### config.mk
export PLATFORM = sky130hd
export DESIGN_NAME = lbft_queue
export DESIGN_NICKNAME = d
export VERILOG_FILES = /design/src/lbft_pkg.sv /design/src/lbft_queue.sv
export SDC_FILE = /design/constraint.sdc
export NUM_CORES = 1
export LEC_CHECK = 0
export BUFFER_PORTS_ARGS = -buffer_cell sky130_fd_sc_hd__buf_4
export CORE_ASPECT_RATIO = 1.1
export CORE_UTILIZATION = 51
export DETAILED_ROUTE_END_ITERATION = 16
export HOLD_SLACK_MARGIN = 0.12
export MAX_ROUTING_LAYER = met4
export PLACE_DENSITY = 0.78
export SYNTH_ARGS = -nofsm -noshare
export SYNTH_HDL_FRONTEND = slang
export SYNTH_SLANG_ARGS = --single-unit
### constraint.sdc
create_clock -name clock -period 2.85 [get_ports clock]
set_input_delay 0.1425 -clock clock [delete_from_list [all_inputs] [get_ports clock]]
set_output_delay 0.1425 -clock clock [all_outputs]
set_load 0.02 [all_outputs]
### src/lbft_pkg.sv
// ----------------------------------------------------------------------------
// lbft_pkg
// Shared widths, codes and record types of the log-binned fluence tally.
// ----------------------------------------------------------------------------
package lbft_pkg;

   // field widths
   localparam int CMD_W = 2;
   localparam int E_W   = 24;
   localparam int REG_W = 8;
   localparam int LEN_W = 32;
   localparam int KEY_W = 14;
   localparam int SUM_W = 48;

   // tally store geometry
   localparam int STORE_DEPTH = 1 << KEY_W;
   localparam logic [KEY_W-1:0] KEY_LAST = {KEY_W{1'b1}};
   localparam logic [SUM_W-1:0] FULL_SCALE = {SUM_W{1'b1}};
   localparam logic [E_W-1:0] E_MAX = {E_W{1'b1}};

   // request command codes
   localparam logic [CMD_W-1:0] CMD_SCORE = 2'd0;
   localparam logic [CMD_W-1:0] CMD_READ  = 2'd1;
   localparam logic [CMD_W-1:0] CMD_CLEAR = 2'd2;

   // depth of the queue between front and back end
   localparam int QUEUE_DEPTH = 2;

   // classified request kind
   typedef enum logic [1:0] {
      KIND_SCORE,
      KIND_READ,
      KIND_CLEAR,
      KIND_DROP
   } kind_type;

   // one unit of work for the back end
   typedef struct packed {
      kind_type            kind;
      logic [KEY_W-1:0]    key;
      logic [LEN_W-1:0]    length;
   } work_type;

   // one response record
   typedef struct packed {
      logic                scored;
      logic [KEY_W-1:0]    entry_key;
      logic [SUM_W-1:0]    tally_value;
      logic                saturated;
   } result_type;

   // back end sequencer states
   typedef enum logic [1:0] {
      ST_CLEAR,
      ST_CLEAR_DONE,
      ST_IDLE,
      ST_CALC
   } back_state_type;

endpackage

### src/lbft_queue.sv
// ----------------------------------------------------------------------------
// lbft_queue
// Short first-in first-out queue of work records between front and back end.
// ----------------------------------------------------------------------------
module lbft_queue (
   input  logic                 clock,
   input  logic                 reset,
   input  logic                 push_valid,
   output logic                 push_ready,
   input  lbft_pkg::work_type   push_data,
   output logic                 pop_valid,
   input  logic                 pop_ready,
   output lbft_pkg::work_type   pop_data
);
   import lbft_pkg::*;

   localparam int PTR_W = (QUEUE_DEPTH > 1) ? $clog2(QUEUE_DEPTH) : 1;
   localparam int CNT_W = $clog2(QUEUE_DEPTH + 1);

   work_type          entries_ff [QUEUE_DEPTH];
   logic [PTR_W-1:0]  wr_ptr_ff;
   logic [PTR_W-1:0]  wr_ptr_in;
   logic [PTR_W-1:0]  rd_ptr_ff;
   logic [PTR_W-1:0]  rd_ptr_in;
   logic [CNT_W-1:0]  count_ff;
   logic [CNT_W-1:0]  count_in;
   logic              do_push;
   logic              do_pop;

   assign push_ready = (count_ff != CNT_W'(QUEUE_DEPTH));
   assign pop_valid  = (count_ff != '0);
   assign pop_data   = entries_ff[rd_ptr_ff];
   assign do_push    = push_valid && push_ready;
   assign do_pop     = pop_valid && pop_ready;

   // pointer and fill count update
   always_comb begin
      wr_ptr_in = wr_ptr_ff;
      rd_ptr_in = rd_ptr_ff;
      count_in  = count_ff;
      if (do_push) begin
         wr_ptr_in = (wr_ptr_ff == PTR_W'(QUEUE_DEPTH - 1)) ? '0 : wr_ptr_ff + 1'b1;
      end
      if (do_pop) begin
         rd_ptr_in = (rd_ptr_ff == PTR_W'(QUEUE_DEPTH - 1)) ? '0 : rd_ptr_ff + 1'b1;
      end
      if (do_push && !do_pop) begin
         count_in = count_ff + 1'b1;
      end else if (do_pop && !do_push) begin
         count_in = count_ff - 1'b1;
      end
   end

   always_ff @(posedge clock) begin
      if (reset) begin
         wr_ptr_ff <= '0;
         rd_ptr_ff <= '0;
         count_ff  <= '0;
      end else begin
         wr_ptr_ff <= wr_ptr_in;
         rd_ptr_ff <= rd_ptr_in;
         count_ff  <= count_in;
      end
      if (do_push) begin
         entries_ff[wr_ptr_ff] <= push_data;
      end
   end

endmodule

==> summary.txt <==
Crit path max-delay family: flip-flops
Peak VDD IR: 456 uV
Critical path arrival: 1.89 ns
FP Rows: 32
Final wirelength: 7000 um
Die Height: 91.1 um
Number of max-cap violations: 0
First-pass GRT wire length: 10900 um
Post-route cell area: 5280 um^2
DP HPWL: 4140 um
Worst slew pin tran: 0.623 ns
Cell Area, Placed: 4560 um^2
Post-synthesis mux area share: 14.7%
Synth Area in Compound Gates: 0.816%
Final Max Slew Viols: 0
Layout cell share with drive strength beyond 1: 50.9%
I/O Pins: 102
Leakage power: 2.00 nW
Wirelength per Cell: 16.5 um
Max Fclk: 492 MHz
Setup Viol. Count Final: 0
Syn_area_per_cell: 21.3 um^2
Seq/Total Area, Yosys: 81.1%
H-Tree Depth: 3
Commonest non-fill, non-tap cells in the layout: buf_4, edfxtp_1, dlygate4sd3_1
GRT overflow: 0
Non-filler cells, final: 425
Post-synthesis sequential element count: 101
Final Hold Violating Endpoints: 0
Synth cell types: 18
Die W: 83.0 um
Hold WC Path Type: input pin to flip-flop
DR vias: 2127
Post-route setup TNS: 0 ns
CTS tree: yes
IO buf count: 101
Worst-path cell chain: buf_12 -> mux2_2 -> buf_4
RSZ-0062 raised after global routing: false
Worst Skew: 0.00446 ns
Synth Area in XOR/XNOR: 0.714%
Vias in the first global route: 2261
Worst-path maximum fanout: 25
Area grow syn2layout: 43.5%
Aggregate global-route resource usage: 19.9%
Post-CTS Setup Repair Bufs: 0
Skew-Pair Late Insertion Delay: 0.35 ns
Initial antenna violation count: 0
CP required: 2.71 ns
Final Wtd Congestion: 0.723
Minimum clock period: 2.03 ns
DR pass1 iterations: 4
Drt first-iter violations: 111
Largest net degree at the start of global routing: 26
Netlist Area Pre-Place: 3680 um^2
Fin nets: 388
Crit-path slowest cell: dfxtp_2
Crit path largest cell delay: 0.74 ns
Initial core utilization: 52.5%
Dpl cells: 359
Clock Path Buffers: 2
Crit path buf inv count: 2
Worst slew margin relative to its limit: 58.5%
Most common cell after layout, fill and taps aside: buf_4
Synth warn: 0
CP Launch Type: flip-flop
Post-synthesis simple-gate area fraction: 1.36%
Inserted Diodes: 0
Reg clk slew, reported paths: 0.09 ns
Clock root buffer: clkbuf_8
Vias per inst: 5.00
Final worst-path cycle share: 71.3%
DIE AREA: 7560 um^2
Nature of the critical path endpoint: primary output
Largest family of logic cells by synthesized area: multiplexers
Setup CP Type: flip-flop to primary output
Routed Antenna Nets: 0
Adder-cell share of the synthesized area: 0.340%
Mapped Cells: 173
CTS Buf Count: 9
DR DRC count: 0
PwrDens: 805 nW/um^2
Core area: 7010 um^2
CTS sink cnt: 101
Outcome: complete, no violations
Mapped Nets: 226
==> kinds of logic (layout without fill, tap and decap cells) <==
family | count (synthesis) | after routing
flip-flops | 101 | 101
adder cells (fa/ha/maj) | 1 | 1
AO/OA/AOI/OAI | 5 | 5
XOR/XNOR | 3 | 3
buffers and inverters | 6 | 173
multiplexers | 48 | 48
AND/OR/NAND/NOR | 9 | 9
==> state kept, by name, indices dropped and copies added, names as in the netlist, named ones only <==
name        count
count_ff        2
entries_ff     96
rd_ptr_ff       1
wr_ptr_ff       1
==> synth_stat cells (all sizes together) <==
cell / n / area, um^2
mux2: 48 / 541
nor2: 3 / 11.3
or3: 1 / 6.26
and3: 1 / 6.26
a21oi: 2 / 10.0
a21bo: 1 / 10.0
nand3b: 1 / 7.51
ha: 1 / 12.5
inv: 1 / 3.75
o21ai: 2 / 10.0
dfxtp: 5 / 100
buf: 5 / 32.5
nand2b: 1 / 6.26
edfxtp: 96 / 2880
xor2: 3 / 26.3
or2: 1 / 6.26
and2: 1 / 6.26
==> metal layers <==
layer / track usage, % / up-vias / part of all wire [%] / wire (um)
met3: 3.55 / 13 / 4.2 / 293
met4: 8.62 / 0 / 1.8 / 129
met1: 22.5 / 1035 / 40 / 2830
met2: 34.6 / 84 / 54 / 3750
li1: - / 995 / - / -
met5: - / - / 0 / 0
==> worst register-to-register path, delay by kind of cell, from the launching register on <==
family | cells | cell delay [ns]
AND/OR/NAND/NOR | 2 | 0.78
flip-flops | 1 | 0.41
buffers and inverters | 1 | 0.36
==> layout make-up <==
cell class | instances | area, um^2
tap | 85 | 106
multi-input combinational | 66 | 661
sequential | 101 | 2980
clock inverter | 6 | 87.6
timing repair buffer | 156 | 1310
fill | 430 | 1730
inverter | 1 | 3.75
clock buffer | 10 | 128
==> power by group <==
group	switching, mW	leakage (nW)	total (mW)	internal [mW]
registers	0.100	0.938	1.95	1.85
clock network	0.467	0.100	0.961	0.494
logic	0.675	0.957	1.34	0.662
total	1.24	2.00	4.25	3.01
==> metrics by stage <==
stage	hold slack (ns)	utilization, %	power [mW]	setup slack [ns]
floorplan	0.212	-	2.75	0.518
global placement	0.328	65.1	3.25	1.04
detailed placement	0.331	65.1	3.27	0.977
CTS	0.226	75.3	4.28	0.774
global route	0.284	75.3	4.42	0.714
finish	0.247	75.3	4.25	0.817
==> final timing paths <==
check                           end  slack (ns)  cells past startpoint        start
setup / recovery        pop_data[2]        0.82                      3    flip-flop
hold / removal            rd_ptr_ff        0.25                      4    pop_ready
setup reg to reg  entries_ff[1][26]        1.00                      3  count_ff[0]
hold reg to reg           rd_ptr_ff        0.52                      2    rd_ptr_ff
==> what timing repair did <==
| item | CTS | global route |
|---|---|---|
| hold buffers | 50 | 0 |
| hold endpoints to repair | 101 | 0 |
| setup endpoints to repair | 0 | 0 |
| resized for setup | 0 | 0 |
Note: power is estimated with default switching activity, not from simulation.
