`src/lbft_pkg.sv`:
```
// ----------------------------------------------------------------------------
// lbft_pkg
// Shared widths, codes and record types of the log-binned fluence tally.
// ----------------------------------------------------------------------------
package lbft_pkg;

   // field widths
   localparam int CMD_W = 2;
   localparam int E_W   = 24;
   localparam int REG_W = 8;
   localparam int LEN_W = 32;
   localparam int KEY_W = 14;
   localparam int SUM_W = 48;

   // tally store geometry
   localparam int STORE_DEPTH = 1 << KEY_W;
   localparam logic [KEY_W-1:0] KEY_LAST = {KEY_W{1'b1}};
   localparam logic [SUM_W-1:0] FULL_SCALE = {SUM_W{1'b1}};
   localparam logic [E_W-1:0] E_MAX = {E_W{1'b1}};

   // request command codes
   localparam logic [CMD_W-1:0] CMD_SCORE = 2'd0;
   localparam logic [CMD_W-1:0] CMD_READ  = 2'd1;
   localparam logic [CMD_W-1:0] CMD_CLEAR = 2'd2;

   // depth of the queue between front and back end
   localparam int QUEUE_DEPTH = 2;

   // classified request kind
   typedef enum logic [1:0] {
      KIND_SCORE,
      KIND_READ,
      KIND_CLEAR,
      KIND_DROP
   } kind_type;

   // one unit of work for the back end
   typedef struct packed {
      kind_type            kind;
      logic [KEY_W-1:0]    key;
      logic [LEN_W-1:0]    length;
   } work_type;

   // one response record
   typedef struct packed {
      logic                scored;
      logic [KEY_W-1:0]    entry_key;
      logic [SUM_W-1:0]    tally_value;
      logic                saturated;
   } result_type;

   // back end sequencer states
   typedef enum logic [1:0] {
      ST_CLEAR,
      ST_CLEAR_DONE,
      ST_IDLE,
      ST_CALC
   } back_state_type;

endpackage

```
`src/lbft_req_if.sv`:
```
// ----------------------------------------------------------------------------
// lbft_req_if
// Request channel: valid/ready handshake carrying one particle step or command.
// ----------------------------------------------------------------------------
interface lbft_req_if;
   logic                        valid;
   logic                        ready;
   logic [lbft_pkg::CMD_W-1:0]  command;
   logic                        is_photon;
   logic [lbft_pkg::E_W-1:0]    energy_kev;
   logic [lbft_pkg::REG_W-1:0]  region_id;
   logic [lbft_pkg::LEN_W-1:0]  step_length;
   logic [lbft_pkg::KEY_W-1:0]  read_key;

   modport source (
      output valid, command, is_photon, energy_kev, region_id, step_length, read_key,
      input  ready
   );

   modport sink (
      input  valid, command, is_photon, energy_kev, region_id, step_length, read_key,
      output ready
   );
endinterface

```
`src/lbft_front.sv`:
```
// ----------------------------------------------------------------------------
// lbft_front
// Accepts requests, finds the logarithmic energy bin against constant edges,
// classifies each request and forms the tally key for the back end.
// ----------------------------------------------------------------------------
module lbft_front #(
   parameter int BINS     = 64,
   parameter int REGIONS  = 256,
   parameter int EMIN_KEV = 1,
   parameter int EMAX_KEV = 10000
) (
   input  logic                 clock,
   input  logic                 reset,
   lbft_req_if.sink             req_ch,
   output logic                 push_valid,
   input  logic                 push_ready,
   output lbft_pkg::work_type   push_data
);
   import lbft_pkg::*;

   localparam int CNT_W  = $clog2(BINS + 1);
   localparam int BIN_W  = $clog2(BINS);
   localparam int PROD_W = (REG_W + CNT_W + 1 > KEY_W) ? REG_W + CNT_W + 1 : KEY_W;

   // primes for the exact-edge residue check
   localparam longint PRIME_A = 64'd2147483647;
   localparam longint PRIME_B = 64'd2147483629;
   localparam longint PRIME_C = 64'd2147483587;

   // modular product, operands below the chosen prime
   function automatic longint mul_mod(input longint a, input longint b, input int sel);
      longint p;
      p = a * b;
      case (sel)
         0:       return p % PRIME_A;
         1:       return p % PRIME_B;
         default: return p % PRIME_C;
      endcase
   endfunction

   // modular power by repeated product
   function automatic longint pow_mod(input longint base, input int ex, input int sel);
      longint acc;
      longint b;
      acc = 1;
      b   = mul_mod(base, 1, sel);
      for (int k = 0; k < ex; k++) begin
         acc = mul_mod(acc, b, sel);
      end
      return acc;
   endfunction

   // true when n^BINS equals EMIN^(BINS-idx) * EMAX^idx
   function automatic bit edge_is_exact(input longint n, input int idx);
      bit     same;
      longint lhs;
      longint rhs;
      same = 1'b1;
      for (int s = 0; s < 3; s++) begin
         lhs = pow_mod(n, BINS, s);
         rhs = mul_mod(pow_mod(EMIN_KEV, BINS - idx, s), pow_mod(EMAX_KEV, idx, s), s);
         if (lhs != rhs) same = 1'b0;
      end
      return same;
   endfunction

   // ceiling of the geometric edge, exact at integer edges
   function automatic logic [E_W-1:0] edge_value(input int idx);
      real    lr;
      real    x;
      longint n;
      longint c;
      lr = $ln(real'(EMAX_KEV)) - $ln(real'(EMIN_KEV));
      x  = real'(EMIN_KEV) * $exp(lr * real'(idx) / BINS);
      n  = longint'($floor(x + 0.5));
      if ((x - real'(n) < 1.0e-6 * x) && (real'(n) - x < 1.0e-6 * x) &&
          edge_is_exact(n, idx)) begin
         c = n;
      end else begin
         c = longint'($ceil(x));
      end
      if (c < 0) c = 0;
      if (c > longint'(E_MAX)) c = longint'(E_MAX);
      return c[E_W-1:0];
   endfunction

   // staged request after classification
   typedef struct packed {
      kind_type            kind;
      logic [REG_W-1:0]    region;
      logic [BIN_W-1:0]    bin;
      logic [LEN_W-1:0]    length;
      logic [KEY_W-1:0]    rkey;
   } stage_type;

   logic [BINS+1:0]   ge;
   logic [BINS:0]     last;
   logic [CNT_W-1:0]  bin_cnt;
   logic [BIN_W-1:0]  bin_sel;
   logic              step_ok;
   kind_type          kind_sel;
   logic              s1_valid_ff;
   logic              s1_valid_in;
   stage_type         s1_ff;
   stage_type         s1_in;
   logic [PROD_W-1:0] key_prod;

   // compare against every edge in parallel
   assign ge[BINS+1] = 1'b0;
   for (genvar gi = 0; gi <= BINS; gi++) begin : g_edge
      localparam logic [E_W-1:0] EDGE = edge_value(gi);
      assign ge[gi] = (req_ch.energy_kev >= EDGE);
   end

   // top of the thermometer marks the bin
   assign last = ge[BINS:0] & ~ge[BINS+1:1];

   always_comb begin
      bin_cnt = '0;
      for (int i = 0; i <= BINS; i++) begin
         if (last[i]) bin_cnt = bin_cnt | CNT_W'(i);
      end
   end

   // clamp to the last bin
   assign bin_sel = (bin_cnt >= CNT_W'(BINS)) ? BIN_W'(BINS - 1) : bin_cnt[BIN_W-1:0];

   // step qualification
   assign step_ok = req_ch.is_photon && (req_ch.step_length != '0) &&
                    (32'(req_ch.region_id) < 32'(REGIONS)) &&
                    (req_ch.energy_kev >= E_W'(EMIN_KEV)) &&
                    (req_ch.energy_kev <= E_W'(EMAX_KEV));

   // command classification
   always_comb begin
      case (req_ch.command)
         CMD_SCORE: kind_sel = step_ok ? KIND_SCORE : KIND_DROP;
         CMD_READ:  kind_sel = KIND_READ;
         CMD_CLEAR: kind_sel = KIND_CLEAR;
         default:   kind_sel = KIND_DROP;
      endcase
   end

   // stage register, advances when empty or draining into the queue, closed in reset
   assign req_ch.ready = !reset && (!s1_valid_ff || push_ready);

   always_comb begin
      s1_valid_in = s1_valid_ff;
      s1_in       = s1_ff;
      if (req_ch.ready) begin
         s1_valid_in  = req_ch.valid;
         s1_in.kind   = kind_sel;
         s1_in.region = req_ch.region_id;
         s1_in.bin    = bin_sel;
         s1_in.length = req_ch.step_length;
         s1_in.rkey   = req_ch.read_key;
      end
   end

   always_ff @(posedge clock) begin
      if (reset) begin
         s1_valid_ff <= 1'b0;
      end else begin
         s1_valid_ff <= s1_valid_in;
      end
      s1_ff <= s1_in;
   end

   // key formation: region times bin count plus bin
   assign key_prod = PROD_W'(s1_ff.region) * PROD_W'(BINS) + PROD_W'(s1_ff.bin);

   assign push_valid       = s1_valid_ff;
   assign push_data.kind   = s1_ff.kind;
   assign push_data.key    = (s1_ff.kind == KIND_READ) ? s1_ff.rkey : key_prod[KEY_W-1:0];
   assign push_data.length = s1_ff.length;

endmodule

```
`src/flat_wrapper.sv`:
```
// flat-port wrapper written by rule: the top's interface ports become plain ports
module lbft_front_flat import lbft_pkg::*;
#(
   parameter int BINS     = 64,
   parameter int REGIONS  = 256,
   parameter int EMIN_KEV = 1,
   parameter int EMAX_KEV = 10000
)
  (clock, reset, push_valid, push_ready, push_data, req_ch_valid, req_ch_command, req_ch_is_photon, req_ch_energy_kev, req_ch_region_id, req_ch_step_length, req_ch_read_key, req_ch_ready);
  lbft_req_if req_ch_i ();
  input  logic clock;
  input  logic reset;
  output logic push_valid;
  input  logic push_ready;
  output lbft_pkg::work_type push_data;
  input wire logic [$bits(req_ch_i.valid)-1:0] req_ch_valid;
  input wire logic [$bits(req_ch_i.command)-1:0] req_ch_command;
  input wire logic [$bits(req_ch_i.is_photon)-1:0] req_ch_is_photon;
  input wire logic [$bits(req_ch_i.energy_kev)-1:0] req_ch_energy_kev;
  input wire logic [$bits(req_ch_i.region_id)-1:0] req_ch_region_id;
  input wire logic [$bits(req_ch_i.step_length)-1:0] req_ch_step_length;
  input wire logic [$bits(req_ch_i.read_key)-1:0] req_ch_read_key;
  output wire logic [$bits(req_ch_i.ready)-1:0] req_ch_ready;
  assign req_ch_i.valid = req_ch_valid;
  assign req_ch_i.command = req_ch_command;
  assign req_ch_i.is_photon = req_ch_is_photon;
  assign req_ch_i.energy_kev = req_ch_energy_kev;
  assign req_ch_i.region_id = req_ch_region_id;
  assign req_ch_i.step_length = req_ch_step_length;
  assign req_ch_i.read_key = req_ch_read_key;
  assign req_ch_ready = req_ch_i.ready;
  lbft_front #(.BINS(BINS), .REGIONS(REGIONS), .EMIN_KEV(EMIN_KEV), .EMAX_KEV(EMAX_KEV)) u_core (.clock(clock), .reset(reset), .req_ch(req_ch_i), .push_valid(push_valid), .push_ready(push_ready), .push_data(push_data));
endmodule
```
`config.mk`:
```
export PLATFORM = sky130hd
export DESIGN_NAME = lbft_front_flat
export DESIGN_NICKNAME = d
export VERILOG_FILES = /design/src/lbft_pkg.sv /design/src/lbft_req_if.sv /design/src/lbft_front.sv /design/src/flat_wrapper.sv
export SDC_FILE = /design/constraint.sdc
export NUM_CORES = 1
export LEC_CHECK = 0
export BUFFER_PORTS_ARGS = -buffer_cell sky130_fd_sc_hd__buf_4
export CAP_MARGIN = 25
export CELL_PAD_IN_SITES_DETAIL_PLACEMENT = 0
export CELL_PAD_IN_SITES_GLOBAL_PLACEMENT = 1
export CORE_ASPECT_RATIO = 1.4
export CORE_MARGIN = 2
export CORE_UTILIZATION = 44
export CTS_BUF_LIST = sky130_fd_sc_hd__clkbuf_2
export DETAILED_ROUTE_END_ITERATION = 10
export PLACE_DENSITY = 0.94
export SLEW_MARGIN = 20
export SYNTH_ARGS = -nofsm -noshare
export SYNTH_HDL_FRONTEND = slang
export SYNTH_SLANG_ARGS = --single-unit
```
`constraint.sdc`:
```
create_clock -name clock -period 6.2 [get_ports clock]
set_input_delay 0.31 -clock clock [delete_from_list [all_inputs] [get_ports clock]]
set_output_delay 0.31 -clock clock [all_outputs]
set_load 0.02 [all_outputs]
```
==> results of run 1 <==
-- layer usage --
layer | wire, um | track usage [%] | vias up
met4 | 1234 | 21.27 | 0
met2 | 8515 | 53.84 | 368
met3 | 1488 | 5.808 | 86
li1 | - | - | 2042
met5 | 0 | 0 | -
met1 | 5980 | 33.57 | 2152
-- worst reg2reg max path: cells and delay by family, from the launching register on --
kind,cells,cell delay [ns]
simple gates,2,0.24
flops,1,0.34
buf+inv,1,0.60
-- logic make-up after synthesis --
family | share of synthesized area, %
AND/OR/NAND/NOR | 25.68
AO/OA/AOI/OAI | 17.71
buffers and inverters | 10.39
flip-flops | 41.88
multiplexers | 3.954
XOR/XNOR | 0.3899
-- cells in the mapped netlist (8+ instances only) --
library cell  count  share of area [%]
nand4_1          11                1.5
nor4_1           24                3.3
nor2b_1          12                1.7
nand2_1          22                1.8
nand3_1          18                2.0
o211ai_1          8                1.3
clkbuf_1         16                1.3
buf_2            10                1.1
o21ai_0          10                1.1
nor2_1           28                2.3
or4_1             9                1.5
o2111ai_1         8                1.6
a21oi_1          13                1.4
nor3_1           17                1.9
a211oi_1          8                1.3
edfxtp_1         62                 41
buf_4            35                5.8
mux2_2           14                3.5
-- registers in the layout, indices dropped and copies added (netlist names) --
signal / cells
u_core.push_data: 34
u_core.push_valid: 1
u_core.s1_ff: 28
-- stage by stage --
step / util [%] / cells / cell area, um^2
detailed placement: 52.82 / 654 / 5258
finish: 59.25 / 726 / 5897
floorplan: - / 452 / 4493
CTS: 59.25 / 726 / 5897
global route: 59.25 / 726 / 5897
global placement: 52.78 / 653 / 5254
-- what timing repair did --
| action | CTS | global route |
|---|---|---|
| buffers inserted | 0 | 0 |
| hold endpoints to repair | 55 | 0 |
| hold buffers | 56 | 0 |
-- area by class of cell --
type	count	share of cell area [%]
Inverter	8	0.5092
Clock buffer	13	1.103
Timing Repair Buffer	193	26.88
Multi-Input combinational cell	311	36.49
Sequential cell	63	31.91
Clock inverter	3	0.2334
Tap cell	135	2.864
-- worst paths after layout --
path	to	startpoint	cells past startpoint	slack (ns)
max	u_core.s1_ff[50]	req_ch_energy_kev[2]	6	3.49
min	u_core.push_data[46]	req_ch_command[0]	2	0.08
min reg2reg	u_core.push_valid	u_core.push_valid	4	1.20
max reg2reg	u_core.s1_ff[50]	u_core.push_valid	3	4.61
-- power groups by stage --
| stage | clock network, uW | logic [uW] | registers, uW |
|---|---|---|---|
| finish | 195 | 256 | 503 |
| global placement | 0 | 219 | 510 |
| global route | 211 | 270 | 505 |
| floorplan | 0 | 132 | 511 |
| detailed placement | 0 | 219 | 511 |
| CTS | 196 | 249 | 501 |
==> metrics.cfg, run 1 <==
[timing]
hold_ws_ns = 0.08387
layout_min_cycle_time_ns = 2.709
maxSlewViolCount = 0
period_share_pct = 43.70
slew_headroom_pct = 26.66
setup_viol = 0
tightest_slew_ns = 1.085
hold_viol_final = 0
setup_ws_ns = 3.491
setup_tns_ns = 0
rsz0062_at_grt = false
fin_skew_ns = 0.02008
max_freq_ghz = 0.3691

[floorplan]
die_area_mm2 = 0.01105
num_io_pins = 135
die_w_um = 89.41
initial_core_util_pct = 45.14
core_mm2 = 0.009953
die_h_um = 123.6
rows = 43

[setup_path]
cp_top_family = simple AND/OR/NAND/NOR gates
path_cells = buf_4 > nor3_1 > nor3_1 > o311ai_0 > o2111ai_1 > or4_1
worst_path_max_delay_cell = o311ai_0
required_ns = 6.43
crit_type = primary input to flip-flop
cp_max_fo = 25
cp.arrival_ns = 2.94
cpPeakStageDelay_ns = 0.95
cp-start-kind = primary input
cp-end-kind = flip-flop
crit_top_cell = nor3_1
crit_buf_inv = 1

[synthesis]
synth_edf_count = 62
avgSynthCellArea_um2 = 9.940
syn-num-nets = 537
synth.distinct_cells = 70
synth_area_mm2 = 0.004493
seq_area_frac_synth_pct = 41.88
ys.flop_type = edfxtp_1
synthArstFlopShare_pct = 0
netlist_instances = 452
ys_ff_latch = 63
yosys_warnings = 0

[cells_and_area]
nFillCells = 807
final_cell_mix = buf_4 (136), edfxtp_1 (62), dlygate4sd3_1 (56)
multiInputGateArea_mm2 = 0.002152
n_antenna_cell = 0
area_delta_synth_final_pct = 31.24
drive_above_1_share_pct = 31.64
nets = 671
final_common_cell = buf_4
seq_area_mm2 = 0.001882

[placement]
pre_cts_slack_ns = 3.129
routabilityCongestion = 1.012
port_buffers = 134
dp_hpwl_um = 11840

[routing]
postRouteAntennaNets = 0
wirelength_um = 17220
vias = 4648
first_iter_violations = 595
drc_errors = 0
first_pass_iters = 5
post_drt_wl_per_cell_um = 23.72
vias_per_cell = 6.402

[grt]
grt_max_degree = 64
grt_pass1_vias = 4602
grt_use_total_pct = 31.15
grt.overflow.total = 0
antenna_found_initial = 0
grt_pass1_wl_um = 25430

[clock_tree]
clock_path_buffers = 2
numCtsBuffers = 9
clk_latency_ns = 0.49
clock_sinks = 63
h-tree-depth = 3
post_cts_resize_count = 0
tritoncts = yes
clk_pin_slew_ns = 0.17
cts_root_buf = clkbuf_2

[power_and_ir_drop]
pwr-share-comb_pct = 26.9
finalPower_uw = 954.3
p_clk_share_pct = 20.4
p_sw_uw = 289.8
p_leak_uw = 0.002136
pwr-share-seq_pct = 52.7
peakVddDrop_mv = 0.05852
p_per_area_mw_per_mm2 = 161.8
swShare_pct = 30.37
p_int_uw = 664.5

[outcome]
outcome = finished, final reports clean

[hold_path]
hp-class = primary input to flip-flop

[job]
cap_violations = 0

(Power assumes the default switching activity.)
==> run 2: changes to the inputs <==
CORE_UTILIZATION = 41   (was 44)
PLACE_DENSITY = 0.89   (was 0.94)
clock period = 2.5 ns   (was 6.2 ns; I/O delays follow)
==> run 2 against run 1 <==
  * Flip-flop and latch count unchanged
  * Die area increased by 7.0%
  * Hold slack improved by 0.089 ns
  * Global-route usage down 1.6 points
  * Largest cell class is now buffers
==> metrics.cfg, run 2 (same netlist as run 1, synthesis figures left out) <==
[outcome]
outcome = finished, final reports clean

[power_and_ir_drop]
p_int_uw = 1795  ; +170%
finalPower_uw = 2549  ; +170%
pwr-share-seq_pct = 48.9  ; -3.8 points
swShare_pct = 29.57  ; -0.79 points
p_leak_uw = 0.002521  ; +18%
p_clk_share_pct = 23.2  ; +2.8 points
p_per_area_mw_per_mm2 = 388.9  ; +140%
peakVddDrop_mv = 0.1663  ; +180%
p_sw_uw = 753.8  ; +160%
pwr-share-comb_pct = 28.0  ; +1.1 points

[timing]
slew_headroom_pct = 36.20  ; +9.5 points
setup_viol = 0  ; unchanged
hold_viol_final = 0  ; unchanged
setup_ws_ns = 0.2626  ; -3.228 ns
fin_skew_ns = 0.02508  ; +0.004999 ns
max_freq_ghz = 0.4470
layout_min_cycle_time_ns = 2.237
setup_tns_ns = 0  ; unchanged
period_share_pct = 89.50
rsz0062_at_grt = false
tightest_slew_ns = 0.9328  ; -0.1520 ns
hold_ws_ns = 0.1730  ; +0.08909 ns
maxSlewViolCount = 0  ; unchanged

[grt]
grt_pass1_wl_um = 26560  ; +4.5%
grt_pass1_vias = 4927  ; +7.1%
grt_use_total_pct = 29.57  ; -1.6 points
antenna_found_initial = 0  ; unchanged
grt.overflow.total = 0  ; unchanged
grt_max_degree = 64  ; unchanged

[hold_path]
hp-class = primary input to flip-flop
holdCritStartpoint = req_ch_is_photon
hold_end = u_core.push_data[46]
whs_path_depth = 4  ; +2

[setup_path]
crit_buf_inv = 3  ; +2
path_cells = buf_4 > buf_4 > nor4_2 > o21ai_0 > a2111oi_2 > a31oi_1 > a311oi_2 > o21bai_1 > dlygate4sd3_1
cp-start-kind = primary input
crit_type = primary input to flip-flop
worst_path_max_delay_cell = dlygate4sd3_1
r2r_setup_slack_ns = 1.00  ; -3.61 ns
crit_top_cell = buf_4
cp_top_family = compound AO/OA/AOI/OAI gates
reg2reg_depth = 4  ; +1
cp-end-kind = flip-flop
r2r-start = u_core.push_valid
r2r_end = u_core.push_valid
required_ns = 2.75  ; -3.68 ns
cp.arrival_ns = 2.49  ; -0.45 ns
cpPeakStageDelay_ns = 0.55  ; -0.40 ns
cp_max_fo = 17  ; -32%

[floorplan]
die_w_um = 92.48  ; +3.4%
die_h_um = 127.9  ; +3.5%
die_area_mm2 = 0.01182  ; +7.0%
num_io_pins = 135  ; unchanged
core_mm2 = 0.01075  ; +8.0%
initial_core_util_pct = 41.78  ; -3.4 points
rows = 45  ; +4.7%

[cells_and_area]
n_antenna_cell = 0  ; unchanged
area_delta_synth_final_pct = 45.86
final_cell_mix = buf_4 (205), edfxtp_1 (62), dlygate4sd3_1 (59)
final_common_cell = buf_4
seq_area_mm2 = 0.001882  ; unchanged
drive_above_1_share_pct = 39.40  ; +7.8 points
largest_reg_flops = 34  ; unchanged
nFillCells = 858  ; +6.3%
multiInputGateArea_mm2 = 0.002165  ; +0.58%
nets = 745  ; +11%

[job]
cap_violations = 0  ; unchanged

[routing]
vias_per_cell = 6.072  ; -5.2%
first_pass_iters = 5  ; unchanged
drc_errors = 0  ; unchanged
wirelength_um = 17650  ; +2.5%
vias = 4894  ; +5.3%
postRouteAntennaNets = 0  ; unchanged
post_drt_wl_per_cell_um = 21.90  ; -7.7%
first_iter_violations = 404  ; -32%

[clock_tree]
h-tree-depth = 3  ; unchanged
numCtsBuffers = 9  ; unchanged
tritoncts = yes
cts_root_buf = clkbuf_2
clk_pin_slew_ns = 0.17  ; about the same
clock_path_buffers = 2  ; unchanged
clk_latency_ns = 0.48  ; about the same
clock_sinks = 63  ; unchanged
postCtsSetupBuffers = 0  ; unchanged

[placement]
port_buffers = 134  ; unchanged
pre_cts_slack_ns = -0.01123  ; -3.141 ns
routabilityCongestion = 1.025  ; +1.3%
dp_hpwl_um = 12940  ; +9.3%

==> run 2: changes by cell type in the layout (fill, tap and decap cells not counted), sizes merged <==
cell         change
buf             +71
clkbuf           -3
dlygate4sd3      +3
bufinv           +1
clkinv           +1
clkinvlp         +1
==> run 2: cell type report <==
type / instances / share of cell area, %
Sequential cell: 63 / 28.71
Multi-Input combinational cell: 311 / 33.03
Tap cell: 141 / 2.692
Timing Repair Buffer: 267 / 33.41
Clock inverter: 6 / 0.9355
Inverter: 8 / 0.4582
Clock buffer: 10 / 0.7636
==> run 2: power by group through the flow <==
stage / sequential [uW] / combinational (uW) / clock (uW)
CTS: 1240 / 694 / 592
floorplan: 1260 / 329 / 0
global placement: 1260 / 614 / 0
global route: 1250 / 751 / 639
detailed placement: 1270 / 616 / 0
finish: 1250 / 713 / 590
==> run 2: per-layer routing <==
| layer | wire [um] | global-route usage (%) | up-vias |
|---|---|---|---|
| met4 | 1349 | 20.72 | 0 |
| met2 | 8671 | 52.43 | 358 |
| li1 | - | - | 2194 |
| met1 | 6171 | 31.91 | 2254 |
| met5 | 0 | 0 | - |
| met3 | 1456 | 4.527 | 88 |
==> run 2: worst max path at each step <==
stage / endpoint / cells past startpoint / startpoint / slack, ns
final: u_core.push_data[47] / 9 / req_ch_energy_kev[7] / 0.26
after global routing: u_core.push_data[47] / 9 / req_ch_energy_kev[7] / 0.13
after CTS: u_core.push_data[47] / 9 / req_ch_energy_kev[7] / 0.08
after detailed placement: u_core.s1_ff[50] / 9 / req_ch_energy_kev[4] / -0.01
after global placement: u_core.s1_ff[46] / 8 / req_ch_energy_kev[0] / -0.008
after floorplan: u_core.s1_ff[50] / 8 / req_ch_energy_kev[7] / 0.31
==> run 2: per-stage QoR <==
step | area, um^2 | instances | utilization (%)
CTS | 6541 | 806 | 60.83
floorplan | 4501 | 452 | -
global route | 6554 | 806 | 60.94
finish | 6554 | 806 | 60.94
detailed placement | 5839 | 731 | 54.30
global placement | 5839 | 731 | 54.30
==> run 2: worst reg2reg max path, delay by kind of cell, from the launching register on <==
kind / cells / cell delay [ns]
and+or+nand+nor: 3 / 0.53
buffers and inverters: 1 / 0.56
DFF: 1 / 0.37
==> run 2: timing repair <==
| action | CTS | global route |
|---|---|---|
| endpoints found under the hold margin | 57 | 0 |
| gates resized for setup | 0 | 3 |
| setup endpoints to repair | 0 | 1 |
| hold buffers | 59 | 0 |
